--- config.mk ---
export PLATFORM = sky130hd
export DESIGN_NAME = epaa_ram
export DESIGN_NICKNAME = d
export VERILOG_FILES = /design/src/hw/rtl/effect_pool_aging_allocator_core_assert.svh /design/src/hw/rtl/epaa_ram.sv
export SDC_FILE = /design/constraint.sdc
export NUM_CORES = 1
export LEC_CHECK = 0
export ABC_AREA = 0
export BUFFER_PORTS_ARGS = -buffer_cell sky130_fd_sc_hd__buf_2
export CAP_MARGIN = 30
export CELL_PAD_IN_SITES_DETAIL_PLACEMENT = 1
export CELL_PAD_IN_SITES_GLOBAL_PLACEMENT = 1
export CORE_UTILIZATION = 50
export CTS_BUF_LIST = sky130_fd_sc_hd__clkbuf_16
export DETAILED_ROUTE_END_ITERATION = 6
export GPL_TIMING_DRIVEN = 0
export PLACE_DENSITY_LB_ADDON = 0.1
export SYNTH_ARGS = -nofsm -noshare
export SYNTH_HDL_FRONTEND = slang
export SYNTH_SLANG_ARGS = --single-unit
--- constraint.sdc ---
create_clock -name clk -period 5.1 [get_ports clk]
set_input_delay 1.275 -clock clk [delete_from_list [all_inputs] [get_ports clk]]
set_output_delay 1.275 -clock clk [all_outputs]
set_load 0.05 [all_outputs]
--- src/hw/rtl/effect_pool_aging_allocator_core_assert.svh ---
// Assertion macros for the effect pool allocator.
// Used by the top level; needs no package.
`ifndef EFFECT_POOL_AGING_ALLOCATOR_CORE_ASSERT_SVH
`define EFFECT_POOL_AGING_ALLOCATOR_CORE_ASSERT_SVH

// condition a implies condition c in the same cycle
`define EPAA_ASSERT_IMPLY(label, clk, rst, a, c) \
  label: assert property (@(posedge clk) disable iff (rst) (a) |-> (c)) \
    else $error("epaa assertion failed");

// condition a implies condition c in the next cycle
`define EPAA_ASSERT_NEXT(label, clk, rst, a, c) \
  label: assert property (@(posedge clk) disable iff (rst) (a) |=> (c)) \
    else $error("epaa assertion failed");

`endif

--- src/hw/rtl/epaa_ram.sv ---
// Generic single-write, single-read RAM with registered read data.
// Depends on nothing.
module epaa_ram #(
  parameter int WIDTH = 32,
  parameter int DEPTH = 8,
  localparam int AW = (DEPTH > 1) ? $clog2(DEPTH) : 1
) (
  input  logic             clk,
  input  logic             we,
  input  logic [AW-1:0]    waddr,
  input  logic [WIDTH-1:0] wdata,
  input  logic [AW-1:0]    raddr,
  output logic [WIDTH-1:0] rdata
);

  logic [WIDTH-1:0] mem [DEPTH];

  always_ff @(posedge clk) begin
    if (we) begin
      mem[waddr] <= wdata;
    end
    rdata <= mem[raddr];
  end

endmodule

==> run summary, run 1 <==
* run status: complete, no violations
* clock sinks: 288
* initial antenna violation count: 0
* top cell family by delay on the critical path: simple AND/OR/NAND/NOR gates
* DRC errors left: 0
* leakage: 4.21 nW
* highest achievable clock rate: 381 MHz
* CP Launch Point: waddr[2]
* 1st-iter DRT viols: 275
* Area contributors post-synth: sky130_fd_sc_hd__edfxtp_1 73%, sky130_fd_sc_hd__mux4_1 10%, sky130_fd_sc_hd__dfxtp_1 6.1%
* DIE WIDTH: 147 um
* most numerous cell types in the synthesized netlist: 256 x sky130_fd_sc_hd__edfxtp_1, 40 x sky130_fd_sc_hd__mux4_1, 32 x sky130_fd_sc_hd__dfxtp_1, 32 x sky130_fd_sc_hd__mux2_2, 24 x sky130_fd_sc_hd__mux4_2
* Post-CTS Setup Inserts: 0
* quantity of I/O buffers inserted on ports: 68
* Cell Chain, Critical Path: buf_2 > nand2b_1 > nor3_2 > buf_6 > buf_8 > buf_6
* Initial Utilization: 51.4%
* number of synthesized flops with an enable pin: 256
* clock tree root buffer cell: sky130_fd_sc_hd__clkbuf_16
* first-pass GRT wire length: 31,500 um
* cell taking the most area after synthesis: sky130_fd_sc_hd__edfxtp_1
* sequential share of power: 53.8%
* Crit. End Element: flip-flop
* MaxCap Viol Count: 0
* cell depth of the worst setup path: 6
* Cell Int Power: 3.92 mW
* Placed Cells incl. Taps: 766
* detailed-route wire length per cell: 25.8 um
* number of core rows: 52
* maximum number of pins on one net before global-route repair: 26
* post-synth net total: 455
* total power density per cell area: 406 mW/mm2
* maximum level of the CTS H-tree: 1
* combinational share of power: 7.1%
* classification of the worst-slack hold path: reg2reg
* final WL: 21,100 um
* number of nets at the end of the flow: 567
* first drt pass iteration count: 4
* Mapped Area: 0.0105 mm2
* vias in the first global route: 4,998
* FF+latch count, synth: 288
* pre-CTS setup slack: 1950 ps
* Hold Crit Depth: 2
* arrival time at the worst endpoint: 2870 ps
* Total Routing Usage GR: 20.4%
* Vert. Die Dim: 147 um
* GP Congestion: 0.672
* Storage cell area: 0.00833 mm2
* most instantiated flip-flop cell in the synthesis netlist: sky130_fd_sc_hd__edfxtp_1
* final worst path period need: 2630 ps
* Std-Cell Core Area: 0.0204 mm2
* final worst-path cycle share: 51.5%
* startpoint-to-endpoint class of the critical path: in2reg
* DR vias/cell: 5.59
* fraction of layout cells with a size suffix above 1: 35.2%
* VDD IR-drop max: 245 uV
* top-count cell post-synth: sky130_fd_sc_hd__edfxtp_1
* Slew headroom: 41.6%
* hold bufs inserted after CTS: 0
* number of gates given a new drive strength after cts: 0
* Remaining Overflow, GRT: 0
* critical path buffer and inverter count: 4
* final count of pins violating max slew: 0
* net switching power: 1.08 mW
* relative contribution of the clock network to total power: 39.0%
* crit path setup slack, layout: 2470 ps
* share of async-settable or async-resettable flops after synthesis: 0%
* Layout Area Growth over Synthesis: 17.4%
* number of distinct library cells after synthesis: 13
* slowest library cell on the worst path: sky130_fd_sc_hd__nor3_2
* post-synthesis area per instance: 25.2 um2
* # setup viols final: 0
* # diodes: 0
* Worst Reg2Reg Path Length in Cells: 2
* sum of net half-perimeters after detailed placement: 12,700 um
* Worst Hold Launch: mem[6][24]$_DFFE_PP_
* total negative slack: 0 ps
* full die area: 0.0215 mm2
* final hold vios: 0
* Worst-Margin Slew: 871 ps
* fraction of the yosys area taken by sequential cells: 79.6%
* clock insertion delay at the later pin of the skew report: 530 ps
* required time of the worst setup path: 5340 ps
* switching share of power: 21.6%
* clock-pin slew of the registers on the worst-case setup and hold paths: 60 ps
* area taken by multi-input logic gates: 0.00207 mm2
* final instance count without filler cells: 818
* beginning of the worst register-to-register path: mem[0][26]$_DFFE_PP_
* Yosys warning total: 0
* RSZ-0062 raised after global routing: false
* number of placed I/O pins: 72
* maximum number of buffers from clock root to sink: 3
* number of clock buffers inserted by TritonCTS: 29
* crit-path max FO: 9
* Syn Inst Count: 415
* DR vias: 4,573
* worst clock skew on the final layout: 10.1 ps
* area share of the largest cell type after synthesis: 73.4%
* cell repeated most along the worst path: sky130_fd_sc_hd__buf_6
* CP peak stage delay: 620 ps
* count of nets left with antenna violations after detail routing: 0
* final-layout fill cell count: 1,680
* CTS tree: built
* nature of the critical path startpoint: input pin
[metal layers]
| layer | track usage [%] | part of all wire, % | vias up |
|---|---|---|---|
| met5 | 0 | 0 | - |
| met4 | 4.58 | 1.3 | 0 |
| met3 | 3.03 | 3.1 | 23 |
| met2 | 36.9 | 54 | 86 |
| met1 | 26.1 | 42 | 2445 |
| li1 | - | - | 2019 |
[cell type report]
type,count,share of cell area [%]
plain buffers,18,1.04
clock buffers,29,5.90
clock inverters,23,1.20
multi-input cells,109,16.8
flip-flops and latches,288,67.8
well taps,270,2.75
repair buffers,81,4.54
[flip-flops by register name (all words and copies together), names as in the netlist]
name and flops:
mem 256, rdata 32
[power by group through the flow]
stage | registers, mW | clock network, mW | logic, mW
CTS | 2.69 | 1.99 | 0.363
global placement | 2.74 | 0 | 0.334
detailed placement | 2.74 | 0 | 0.360
finish | 2.69 | 1.95 | 0.357
global route | 2.70 | 2.07 | 0.377
floorplan | 2.83 | 0 | 0.135
[layout by cell type (no fill, tap or decap), drive strengths merged]
master  synthesis  final
nand2           2      2
edfxtp        256    256
clkbuf          1     30
clkinv          0     13
nor2            6      6
buf            17     98
inv             0      8
bufinv          0      2
dfxtp          32     32
mux4           64     64
nor3            2      2
nand2b          3      3
mux2           32     32
[cells by family after synthesis]
family        count (synthesis)  synth area share [%]
flops                       288                  79.6
simple gates                 13                 0.562
buf+inv                      18                  1.22
mux                          96                  18.6
[metrics by stage]
stage | hold slack [ps] | total power, mW | util [%] | area (um2)
5_1_grt | 700 | 5.15 | 60.4 | 12300
6_report | 679 | 5.00 | 60.4 | 12300
4_1_cts | 683 | 5.05 | 60.4 | 12300
2_1_floorplan | 641 | 2.97 | - | 10500
3_5_place_dp | 661 | 3.10 | 56.1 | 11400
3_3_place_gp | 652 | 3.07 | 54.7 | 11100
[path summary, 6_finish.rpt]
check                              end  slack, ps
hold / removal       rdata[24]$_DFF_P_        680
hold reg to reg      rdata[24]$_DFF_P_        680
setup reg to reg     rdata[26]$_DFF_P_       3790
setup / recovery  mem[0][13]$_DFFE_PP_       2470
[worst register-to-register path: stages, from the launching register on]
cell	delay [ps]
sky130_fd_sc_hd__edfxtp_1	380
sky130_fd_sc_hd__mux4_1	530
sky130_fd_sc_hd__mux2_2	280
Power figures use the tool's default switching activity.
==> run 2, diff against run 1 <==
clock period = 2.5 ns   (was 5.1 ns; I/O delays follow)
==> run 2 against run 1 <==
  * Register-to-register slack got worse by 2600 ps
  * Sequential power grew 100%
  * Routed wire length down 4.7%
  * Flip-flop and latch count did not move
  * Global-route usage down 0.78 points
  * Combinational power grew 100%
  * Power increased by 100%
  * Via count shrank 1.2%
  * Critical path type unchanged
  * Largest power group unchanged
==> run summary, run 2 (synthesized netlist as in run 1, its figures left out) <==
* clock-pin slew of the registers on the worst-case setup and hold paths: 60 ps
* Hold WS: 365 ps
* run status: complete, no violations
* DR vias/cell: 5.54
* count of nets left with antenna violations after detail routing: 0
* most common cell after layout, fill and taps aside: sky130_fd_sc_hd__edfxtp_1
* final worst-path cycle share: 72.4%
* clock insertion delay at the later pin of the skew report: 530 ps
* VDD IR-drop max: 638 uV
* highest achievable clock rate: 553 MHz
* final hold vios: 0
* Worst Reg2Reg Path Length in Cells: 2
* # diodes: 0
* 1st-iter DRT viols: 167
* biggest registers after layout: mem (256), rdata (32)
* vias in the first global route: 5,036
* CTS tree: built
* # setup viols final: 0
* DIE WIDTH: 147 um
* maximum number of buffers from clock root to sink: 3
* MaxCap Viol Count: 0
* number of gates given a new drive strength after cts: 0
* commonest cells after routing, fill and taps aside: 256 x sky130_fd_sc_hd__edfxtp_1, 74 x sky130_fd_sc_hd__buf_2, 40 x sky130_fd_sc_hd__mux4_1
* Vert. Die Dim: 147 um
* DR vias: 4,518
* RSZ-0062 raised after global routing: false
* Post-CTS Setup Inserts: 0
* Hold Crit Depth: 1
* final WL: 20,100 um
* first-pass GRT wire length: 30,800 um
* initial antenna violation count: 0
* number of flip-flops under the largest register name: 256
* clock sinks: 288
* DRC errors left: 0
* first drt pass iteration count: 6
* Initial Utilization: 51.4%
* Slew headroom: 43.3%
* power consumption: 10.1 mW
* fraction of layout cells with a size suffix above 1: 35.5%
* register with the most flip-flops: mem
* arrival time at the worst endpoint: 2040 ps
* nature of the critical path startpoint: input pin
* sum of net half-perimeters after detailed placement: 12,300 um
* worst clock skew on the final layout: 9.23 ps
* GP Congestion: 0.659
* required time of the worst setup path: 2730 ps
* detailed-route wire length per cell: 24.7 um
* final worst path period need: 1810 ps
* startpoint-to-endpoint class of the critical path: in2reg
* number of nets at the end of the flow: 564
* Layout Area Growth over Synthesis: 17.5%
* Std-Cell Core Area: 0.0204 mm2
* hold bufs inserted after CTS: 0
* number of clock buffers inserted by TritonCTS: 29
* classification of the worst-slack hold path: in2reg
* crit-path max FO: 12
* quantity of I/O buffers inserted on ports: 68
* final count of pins violating max slew: 0
* Remaining Overflow, GRT: 0
* full die area: 0.0215 mm2
* Total Routing Usage GR: 19.6%
* total power density per cell area: 821 mW/mm2
* Crit. End Element: flip-flop
* leakage: 4.19 nW
* number of core rows: 52
* maximum level of the CTS H-tree: 1
* maximum number of pins on one net before global-route repair: 25
* clock tree root buffer cell: sky130_fd_sc_hd__clkbuf_16
* Worst-Margin Slew: 850 ps
* number of placed I/O pins: 72
run 2: cell types whose count changed in the layout (fill, tap and decap cells not counted), sizes merged:
cell,delta
inv,-4
clkinvlp,+2
bufinv,-1
buf,-3
clkinv,+4
run 2: critical path: stages:
cell and delay [ps]:
sky130_fd_sc_hd__buf_2 110, sky130_fd_sc_hd__nand2b_1 320, sky130_fd_sc_hd__nor3_4 710, sky130_fd_sc_hd__buf_8 260
run 2: routing by layer:
layer  vias to the layer above  wire length [um]  global-route usage, %
li1                       2011                 -                      -
met1                      2385              8670                   25.7
met2                        95             10500                   34.5
met3                        27               645                   3.03
met4                         0               359                   4.79
met5                         -                 0                      0
run 2: worst paths after layout:
check | startpoint | endpoint | slack (ps)
setup / recovery | waddr[2] | mem[0][7]$_DFFE_PP_ | 690
hold / removal | wdata[6] | mem[4][6]$_DFFE_PP_ | 360
setup reg to reg | mem[0][26]$_DFFE_PP_ | rdata[26]$_DFF_P_ | 1190
hold reg to reg | mem[7][9]$_DFFE_PP_ | rdata[9]$_DFF_P_ | 670
run 2: area by class of cell:
class	instances	area, um2
Fill cell	1660	8070
Clock inverter	24	136
Sequential cell	288	8330
Timing Repair Buffer	78	566
Tap cell	270	338
Multi-Input combinational cell	109	2080
Buffer	18	128
Clock buffer	29	726
run 2: metrics by stage:
step           setup slack, ps  setup TNS (ps)  instances  instance area, um2  util, %
2_1_floorplan             -115          -13680        415               10500        -
3_3_place_gp             -1680         -365070        753               11200     54.8
3_5_place_dp               157               0        763               11400     56.2
4_1_cts                    705               0        816               12300     60.4
5_1_grt                    668               0        816               12300     60.4
6_report                   690               0        816               12300     60.4
run 2: report_power, final:
group | internal, mW | switching, mW
clock network | 2.20 | 1.69
logic | 0.263 | 0.462
registers | 5.44 | 0.0472
total | 7.90 | 2.20
