===== config.mk =====
export PLATFORM = sky130hd
export DESIGN_NAME = epaa_div
export DESIGN_NICKNAME = d
export VERILOG_FILES = /design/src/hw/rtl/effect_pool_aging_allocator_core_assert.svh /design/src/hw/rtl/epaa_pkg.sv /design/src/hw/rtl/epaa_div.sv
export SDC_FILE = /design/constraint.sdc
export NUM_CORES = 1
export LEC_CHECK = 0
export ABC_AREA = 1
export BUFFER_PORTS_ARGS = -buffer_cell sky130_fd_sc_hd__buf_4
export CAP_MARGIN = 20
export CELL_PAD_IN_SITES_DETAIL_PLACEMENT = 1
export CELL_PAD_IN_SITES_GLOBAL_PLACEMENT = 2
export CORE_ASPECT_RATIO = 1.1
export CORE_UTILIZATION = 24
export CTS_CLUSTER_DIAMETER = 60
export DETAILED_ROUTE_END_ITERATION = 10
export HOLD_SLACK_MARGIN = 0.08
export PLACE_DENSITY = 0.66
export SLEW_MARGIN = 40
export SYNTH_ARGS = -nofsm -noshare
export SYNTH_HDL_FRONTEND = slang
export SYNTH_SLANG_ARGS = --single-unit

===== constraint.sdc =====
create_clock -name clk -period 4.15 [get_ports clk]
set_input_delay 0.2075 -clock clk [delete_from_list [all_inputs] [get_ports clk]]
set_output_delay 0.2075 -clock clk [all_outputs]
set_load 0.005 [all_outputs]

===== src/hw/rtl/effect_pool_aging_allocator_core_assert.svh =====
// Assertion macros for the effect pool allocator.
// Used by the top level; needs no package.
`ifndef EFFECT_POOL_AGING_ALLOCATOR_CORE_ASSERT_SVH
`define EFFECT_POOL_AGING_ALLOCATOR_CORE_ASSERT_SVH

// condition a implies condition c in the same cycle
`define EPAA_ASSERT_IMPLY(label, clk, rst, a, c) \
  label: assert property (@(posedge clk) disable iff (rst) (a) |-> (c)) \
    else $error("epaa assertion failed");

// condition a implies condition c in the next cycle
`define EPAA_ASSERT_NEXT(label, clk, rst, a, c) \
  label: assert property (@(posedge clk) disable iff (rst) (a) |=> (c)) \
    else $error("epaa assertion failed");

`endif


===== src/hw/rtl/epaa_pkg.sv =====
// Shared types and constants for the effect pool allocator.
// No dependencies.
package epaa_pkg;

  localparam int POOL_DEPTH_DEF = 8;

  localparam int DIV_W   = 56;
  localparam int STEP_W  = 6;
  localparam int REM_W   = 24;
  localparam int PAY_W   = 120;
  localparam int AGE_W   = 32;

  localparam logic [9:0]  SCALE_MIN = 10'd90;
  localparam logic [9:0]  SCALE_MAX = 10'd640;
  localparam logic [9:0]  SCALE_ONE = 10'd256;
  localparam logic [23:0] SIZE_MAX  = 24'hFFFFFF;

  localparam logic [2:0] CFG_LIFE_DURATION  = 3'd0;
  localparam logic [2:0] CFG_REFERENCE_SPAN = 3'd1;
  localparam logic [2:0] CFG_START_RADIUS   = 3'd2;
  localparam logic [2:0] CFG_END_RADIUS     = 3'd3;
  localparam logic [2:0] CFG_RISE_DISTANCE  = 3'd4;
  localparam logic [2:0] CFG_SPAWN_ENABLED  = 3'd5;

  localparam logic [STEP_W-1:0] STEPS_SCALE  = 6'd25;
  localparam logic [STEP_W-1:0] STEPS_FRAC   = 6'd16;
  localparam logic [STEP_W-1:0] STEPS_RADIUS = 6'd56;

  typedef enum logic [4:0] {
    ST_IDLE,
    ST_SCAN_RD,
    ST_SCAN_CMP,
    ST_SP_DIV,
    ST_SP_WAIT,
    ST_SP_MUL,
    ST_SP_OUT,
    ST_AG_RD,
    ST_AG_WR,
    ST_EM_SEL,
    ST_EM_FR,
    ST_EM_FWAIT,
    ST_EM_M1,
    ST_EM_M2,
    ST_EM_M3,
    ST_EM_M4,
    ST_EM_RWAIT,
    ST_EM_OUT
  } state_t;

  typedef struct packed {
    logic              start;
    logic [REM_W-1:0]  rem_init;
    logic [DIV_W-1:0]  num;
    logic [REM_W-1:0]  den;
    logic [STEP_W-1:0] steps;
  } div_req_t;

endpackage


===== src/hw/rtl/epaa_div.sv =====
// Restoring divider, one quotient bit per cycle, shared by scale,
// life fraction and radius rescale. Depends on epaa_pkg.
module epaa_div import epaa_pkg::*; (
  input  logic             clk,
  input  logic             rst,
  input  div_req_t         req,
  output logic             done,
  output logic [DIV_W-1:0] quo
);

  logic              busy;
  logic [STEP_W-1:0] cnt;
  logic [REM_W-1:0]  rem;
  logic [REM_W-1:0]  den;
  logic [DIV_W-1:0]  numsh;
  logic [DIV_W-1:0]  q;
  logic [REM_W:0]    trial;
  logic              ge;
  logic [REM_W-1:0]  rem_next;

  always_comb begin
    trial    = {rem, numsh[DIV_W-1]};
    ge       = trial >= {1'b0, den};
    rem_next = ge ? REM_W'(trial - {1'b0, den}) : trial[REM_W-1:0];
  end

  always_ff @(posedge clk) begin
    if (rst) begin
      busy <= 1'b0;
      done <= 1'b0;
      cnt  <= '0;
    end else begin
      done <= 1'b0;
      if (req.start) begin
        busy <= 1'b1;
        cnt  <= req.steps;
      end else if (busy) begin
        cnt <= cnt - 1'b1;
        if (cnt == STEP_W'(1)) begin
          busy <= 1'b0;
          done <= 1'b1;
        end
      end
    end
  end

  always_ff @(posedge clk) begin
    if (req.start) begin
      rem   <= req.rem_init;
      den   <= req.den;
      numsh <= req.num;
      q     <= '0;
    end else if (busy) begin
      rem   <= rem_next;
      numsh <= {numsh[DIV_W-2:0], 1'b0};
      q     <= {q[DIV_W-2:0], ge};
    end
  end

  assign quo = q;

endmodule


==> reports/results.txt, run 1 <==
Maxcap violations: 0
CP max stage delay: 0.49 ns
Hold Crit Class: input pin to flop
Final Setup Violations: 0
Synth Net Count: 1199
Final WS setup: 1.42 ns
Max_slew headroom: 59.4%
Synth Area per Inst: 8.05 sq um
IO Count: 170
Delay-heaviest family, CP: simple AND/OR/NAND/NOR gates
Rows: 72
CTS Sinks: 168
Endpoints failing hold: 0
Crit path launch: rem[15]
Seq pwr share: 40.0%
TritonCTS clock tree: built
Clock power frac: 33.2%
Starting DRT DRC Count: 213
Req. time, crit path: 4.35 ns
Power per Cell Area: 418 nW/um^2
Vias in the first global route: 8038
Unique masters post-synth: 36
Sequential area share after synthesis: 51.7%
P&R area growth vs syn: 40.3%
Setup bufs post-CTS: 0
Via count: 7628
Final setup TNS: 0 ns
Final nets: 1466
Hold Startpoint: req[1]
Lkg Pwr: 5.58 nW
CP endpoint kind: flop
Outcome: finished, final reports clean
Net Switching: 1.67 mW
Initial Util: 24.3%
Final Core Density: 34.1%
CP Data Arrival Time: 2.94 ns
CP Max Fanout: 18
Antenna-violating nets left: 0
WP buf/inv: 3
Final HPWL DP: 18200 um
WS Path Type: flop to flop
Internal Power: 3.33 mW
Synthesis warning total: 0
Worst skew pair latency: 0.45 ns
First-pass detailed-route iteration total: 6
Cts bufs inserted: 17
Final Cycle Share: 65.9%
#FFs+latches synth: 168
Setup WS pre-CTS: 1.41 ns
CP Launch Type: flop
Die width: 182 um
CP max-delay cell: nor2_4
Most frequent CP cell: nand2_1
Achievable Freq: 366 MHz
Chip Height: 200 um
Initial antenna violation count: 4
Logic gate share of total power: 26.8%
Syn Inst Count: 1059
DIE AREA: 36300 sq um
Routed WL per cell: 14.4 um
Synthesized cell area: 8520 sq um
Fraction of layout cells with a size suffix above 1: 16.7%
CORE AREA: 35000 sq um
First-pass GRT wire length: 41300 um
Worst-path clk slew: 0.07 ns
WL final: 25800 um
Gpl congestion: 0.765
Unrepaired setup endpoints after global routing: no
Total gr overflow: 0
Fin crit period: 2.73 ns
CTS Root Cell: clkbuf_16
Worst Tran Pin Value: 0.608 ns
CTS H-tree depth: 4
Peak supply drop: 299 uV
GRT Resource Usage Total: 14.7%
Post-route clock skew: 0.0173 ns
# DRC: 0
PortBufs: 169
Total power: 5.00 mW
Final count of pins violating max slew: 0
FF-to-FF Start: rem[15]
Max clock buf depth: 2
Switch share: 33.4%
Largest net degree at the start of global routing: 93
Cells along the critical path: ha_1, nand2_2, inv_1, a21oi_1, a21oi_2, nor2_4, buf_4, nand3_1, nand2_1, inv_1, nand2_1, nand2_1
Vias/cell: 4.27
## sequential cells by signal, summed over array words and instances, names as in the netlist
register	flops
cnt	6
quo	56
numsh	56
busy	1
done	1
rem	24
den	24
## worst min-delay path: cells and delay by family
family | cells | cell delay (ns)
AND/OR/NAND/NOR | 1 | 0.05
buffers and inverters | 2 | 0.13
AO/OA/AOI/OAI | 2 | 0.13
## cell families (layout without fill, tap and decap cells)
kind of cell	after synthesis	after routing	share of synthesized area (%)
other	0	3	0
XOR/XNOR	8	8	0.822
AO/OA/AOI/OAI	93	93	6.40
flip-flops	168	168	51.7
AND/OR/NAND/NOR	548	548	27.2
buffers and inverters	215	495	9.88
adder cells (fa/ha/maj)	27	27	4.05
## path summary, 6_finish.rpt
path              cells past startpoint  slack [ns]       to
setup reg to reg                     12        1.42  rem[20]
setup / recovery                     12        1.42  rem[20]
hold reg to reg                       2        0.48  quo[55]
hold / removal                        5        0.09   cnt[1]
## final cells by class
| class | instances | area, sq um |
|---|---|---|
| fillers | 4156 | 23100 |
| inverters | 179 | 674 |
| diodes | 3 | 7.51 |
| multi-input cells | 676 | 3280 |
| clock buffers | 19 | 464 |
| clock inverters | 13 | 150 |
| flip-flops and latches | 168 | 4400 |
| well taps | 444 | 556 |
| repair buffers | 284 | 2420 |
## placed cells by master (no fill, tap or decap), drive strengths merged, types with 2 or more instances in the layout
cell type / count
clkinv: 7
nand4: 6
inv: 184
ha: 26
nor2: 43
nor3: 4
nand2: 412
dlygate4sd3: 109
a31oi: 3
buf: 175
a21oi: 21
clkbuf: 19
o22ai: 54
edfxtp: 104
nand3b: 25
nand3: 54
xnor2: 7
dfxtp: 64
and2: 2
diode: 3
o21ai: 13
## synth_stat cells
| library cell | count | area share, % |
|---|---|---|
| nand2_1 | 408 | 18 |
| inv_1 | 176 | 7.7 |
| edfxtp_1 | 104 | 37 |
| dfxtp_1 | 64 | 15 |
| o22ai_1 | 54 | 4.0 |
| nand3_1 | 53 | 3.1 |
| nor2_1 | 39 | 1.7 |
| ha_1 | 26 | 3.8 |
| nand3b_1 | 24 | 2.1 |
| a21oi_1 | 20 | 1.2 |
| clkbuf_1 | 18 | 0.79 |
| o21ai_0 | 13 | 0.76 |
| buf_1 | 10 | 0.44 |
| xnor2_1 | 7 | 0.72 |
| nand4_1 | 6 | 0.44 |
| buf_2 | 4 | 0.23 |
| buf_6 | 4 | 0.53 |
| a31oi_1 | 3 | 0.22 |
| nand2_2 | 3 | 0.22 |
| nor2_4 | 3 | 0.40 |
| nor3_1 | 3 | 0.18 |
| and2_1 | 2 | 0.15 |
| inv_2 | 2 | 0.088 |
| a21oi_2 | 1 | 0.10 |
| a22oi_1 | 1 | 0.088 |
| clkinv_1 | 1 | 0.044 |
| fa_1 | 1 | 0.23 |
| nand2_4 | 1 | 0.13 |
| nand3_2 | 1 | 0.12 |
| nand3b_4 | 1 | 0.23 |
| nor2_2 | 1 | 0.073 |
| nor3_4 | 1 | 0.19 |
| nor4_1 | 1 | 0.073 |
| o21a_1 | 1 | 0.088 |
| or2_2 | 1 | 0.073 |
| xor2_1 | 1 | 0.10 |
## per-stage QoR
| stage | hold slack (ns) | area (sq um) | std cells |
|---|---|---|---|
| finish | 0.0937 | 12000 | 1786 |
| global route | 0.118 | 12000 | 1785 |
| CTS | 0.0834 | 11900 | 1783 |
| detailed placement | 0.387 | 10200 | 1642 |
| global placement | 0.387 | 10200 | 1642 |
| floorplan | 0.277 | 8520 | 1059 |
## metal layers
| metal | global-route usage (%) | wire (um) |
|---|---|---|
| met2 | 26.1 | 12900 |
| met1 | 17.2 | 11600 |
| met5 | 0 | 13 |
| met4 | 4.90 | 339 |
| met3 | 3.44 | 975 |
## power by group through the flow
| stage | combinational, mW | clock, mW | sequential, mW |
|---|---|---|---|
| 3_5_place_dp | 1.28 | 0 | 2.04 |
| 2_1_floorplan | 0.898 | 0 | 2.03 |
| 4_1_cts | 1.37 | 1.72 | 2.00 |
| 5_1_grt | 1.53 | 1.77 | 2.02 |
| 3_3_place_gp | 1.28 | 0 | 2.03 |
| 6_report | 1.34 | 1.66 | 2.00 |
## what timing repair did
item,in CTS,in global routing
endpoints found under the hold margin,111,0
hold buffers,109,0
gates resized for setup,0,0
No activity file was read; power rests on OpenSTA's default activity.
==> run 2, diff against run 1 <==
--- a/config.mk
+++ b/config.mk
@@ -15,7 +15,7 @@
 export CTS_CLUSTER_DIAMETER = 60
 export DETAILED_ROUTE_END_ITERATION = 10
 export HOLD_SLACK_MARGIN = 0.08
-export PLACE_DENSITY = 0.66
+export PLACE_DENSITY = 0.68
 export SLEW_MARGIN = 40
 export SYNTH_ARGS = -nofsm -noshare
 export SYNTH_HDL_FRONTEND = slang
==> constraint.sdc (replaced) <==
create_clock -name clk -period 2.5 [get_ports clk]
set_input_delay 0.125 -clock clk [delete_from_list [all_inputs] [get_ports clk]]
set_output_delay 0.125 -clock clk [all_outputs]
set_load 0.005 [all_outputs]
==> reports/results.txt, run 2 (synthesis gave the netlist of run 1 again) <==
Commonest non-fill, non-tap cell in the layout: nand2_1
Final Setup Violations: 0
R2R depth: 12
WL final: 26400 um
Worst Hold Depth: 4
Max_slew headroom: 57.2%
Fraction of layout cells with a size suffix above 1: 19.4%
Starting DRT DRC Count: 230
Final setup TNS: 0 ns
Power per Cell Area: 696 nW/um^2
Maxcap violations: 0
TritonCTS clock tree: built
Design area: 12300 sq um
IO Count: 170
Fin crit period: 2.33 ns
Hold Startpoint: req[110]
CP max-delay cell: edfxtp_1
Gpl congestion: 0.825
Vias in the first global route: 8151
Cell Count, Final, Fillers Out: 1805
GRT Resource Usage Total: 14.9%
Most frequent CP cell: nand2_1
Lkg Pwr: 5.69 nW
Initial Util: 24.3%
Unrepaired setup endpoints after global routing: yes
Worst reg-to-reg setup slack: 0.17 ns
Antenna-violating nets left: 0
Largest net degree at the start of global routing: 84
Cell count after placement: 1659
Final HPWL DP: 18600 um
Initial antenna violation count: 1
Total gr overflow: 0
Via count: 7746
Outcome: finished, final reports clean
Routed WL per cell: 14.6 um
R2r endpoint: rem[20]
Placed instance area: 10400 sq um
CORE AREA: 35000 sq um
Final Cycle Share: 93.3%
Cts bufs inserted: 17
FF-to-FF Start: rem[14]
DIE AREA: 36300 sq um
Endpoints failing hold: 0
P&R area growth vs syn: 44.8%
CTS Sinks: 168
First-pass GRT wire length: 42000 um
Achievable Freq: 429 MHz
CP Max Fanout: 12
Req. time, crit path: 2.70 ns
Chip Height: 200 um
CP endpoint kind: flop
CTS H-tree depth: 4
Rows: 72
CP Data Arrival Time: 2.53 ns
Worst-path clk slew: 0.07 ns
WS Path Type: flop to flop
Die width: 182 um
Final nets: 1487
CTS Root Cell: clkbuf_16
# DRC: 0
Post-route clock skew: 0.0164 ns
Hold Crit Class: input pin to flop
Min-Delay Endpoint: cnt[3]
Cells along the critical path: ha_1, nand2_2, nor2_1, nand2_1, a21oi_2, nor2_4, buf_12, nand2_4, buf_12, nand3_1, nand2_1, nand2_1
CP max stage delay: 0.39 ns
PortBufs: 169
Worst skew pair latency: 0.45 ns
Vias/cell: 4.29
CP Launch Type: flop
Peak supply drop: 500 uV
Final count of pins violating max slew: 0
Commonest non-fill, non-tap cells in the layout: nand2_1 (404), buf_4 (188), inv_1 (175)
Max clock buf depth: 2
Worst Tran Pin Value: 0.642 ns
First-pass detailed-route iteration total: 4
==> run 2: how the worst max path moves through the flow <==
stage,to,startpoint,depth (start not counted)
final,rem[20],rem[14],12
after detailed placement,rem[13],rem[19],12
after floorplan,numsh[0],busy,3
after global placement,rem[10],rem[19],12
after global routing,rem[20],rem[0],14
after CTS,rem[20],rem[9],14
==> run 2: per-stage QoR <==
step	utilization, %	setup slack (ns)	total power, mW	hold WS [ns]
after floorplan	-	0.413	4.85	0.194
after global placement	29.7	0.00205	5.62	0.304
after detailed placement	29.7	0.0130	5.64	0.305
after CTS	34.7	0.0685	8.62	0.141
after global routing	35.2	-0.0322	9.16	0.161
final	35.2	0.168	8.59	0.152
==> run 2: per-layer routing <==
metal  part of all wire, %  GRT usage [%]  vias to the layer above
li1                      -              -                     3944
met1                    44           17.6                     3667
met2                    51           26.9                      118
met3                   3.5           3.28                       17
met4                  0.99           3.99                        0
met5                     0              0                        -
==> run 2: where the power goes <==
| part | switching, mW | internal (mW) |
|---|---|---|
| registers | 0.116 | 3.23 |
| logic | 1.41 | 1.08 |
| clock network | 1.27 | 1.48 |
==> run 2: worst max-delay path: cells and delay by family, from the launching register on <==
kind | cells | cell delay, ns
buffers and inverters | 2 | 0.28
flip-flops | 1 | 0.39
AO/OA/AOI/OAI | 1 | 0.18
adder cells (fa/ha/maj) | 1 | 0.39
AND/OR/NAND/NOR | 8 | 0.84
==> run 2: timing repair <==
action,4_1_cts,5_1_grt
pin swaps,1,0
setup endpoints to repair,3,14
gates resized for setup,0,26
hold buffers,111,0
endpoints found under the hold margin,112,0
setup buffers,2,0
==> run 2: area by class of cell <==
class / instances / area, sq um
Tap cell: 444 / 556
Sequential cell: 168 / 4400
Antenna cell: 1 / 2.50
Fill cell: 4151 / 22700
Clock buffer: 18 / 450
Inverter: 179 / 674
Clock inverter: 14 / 155
Multi-Input combinational cell: 676 / 3470
Timing Repair Buffer: 305 / 2630
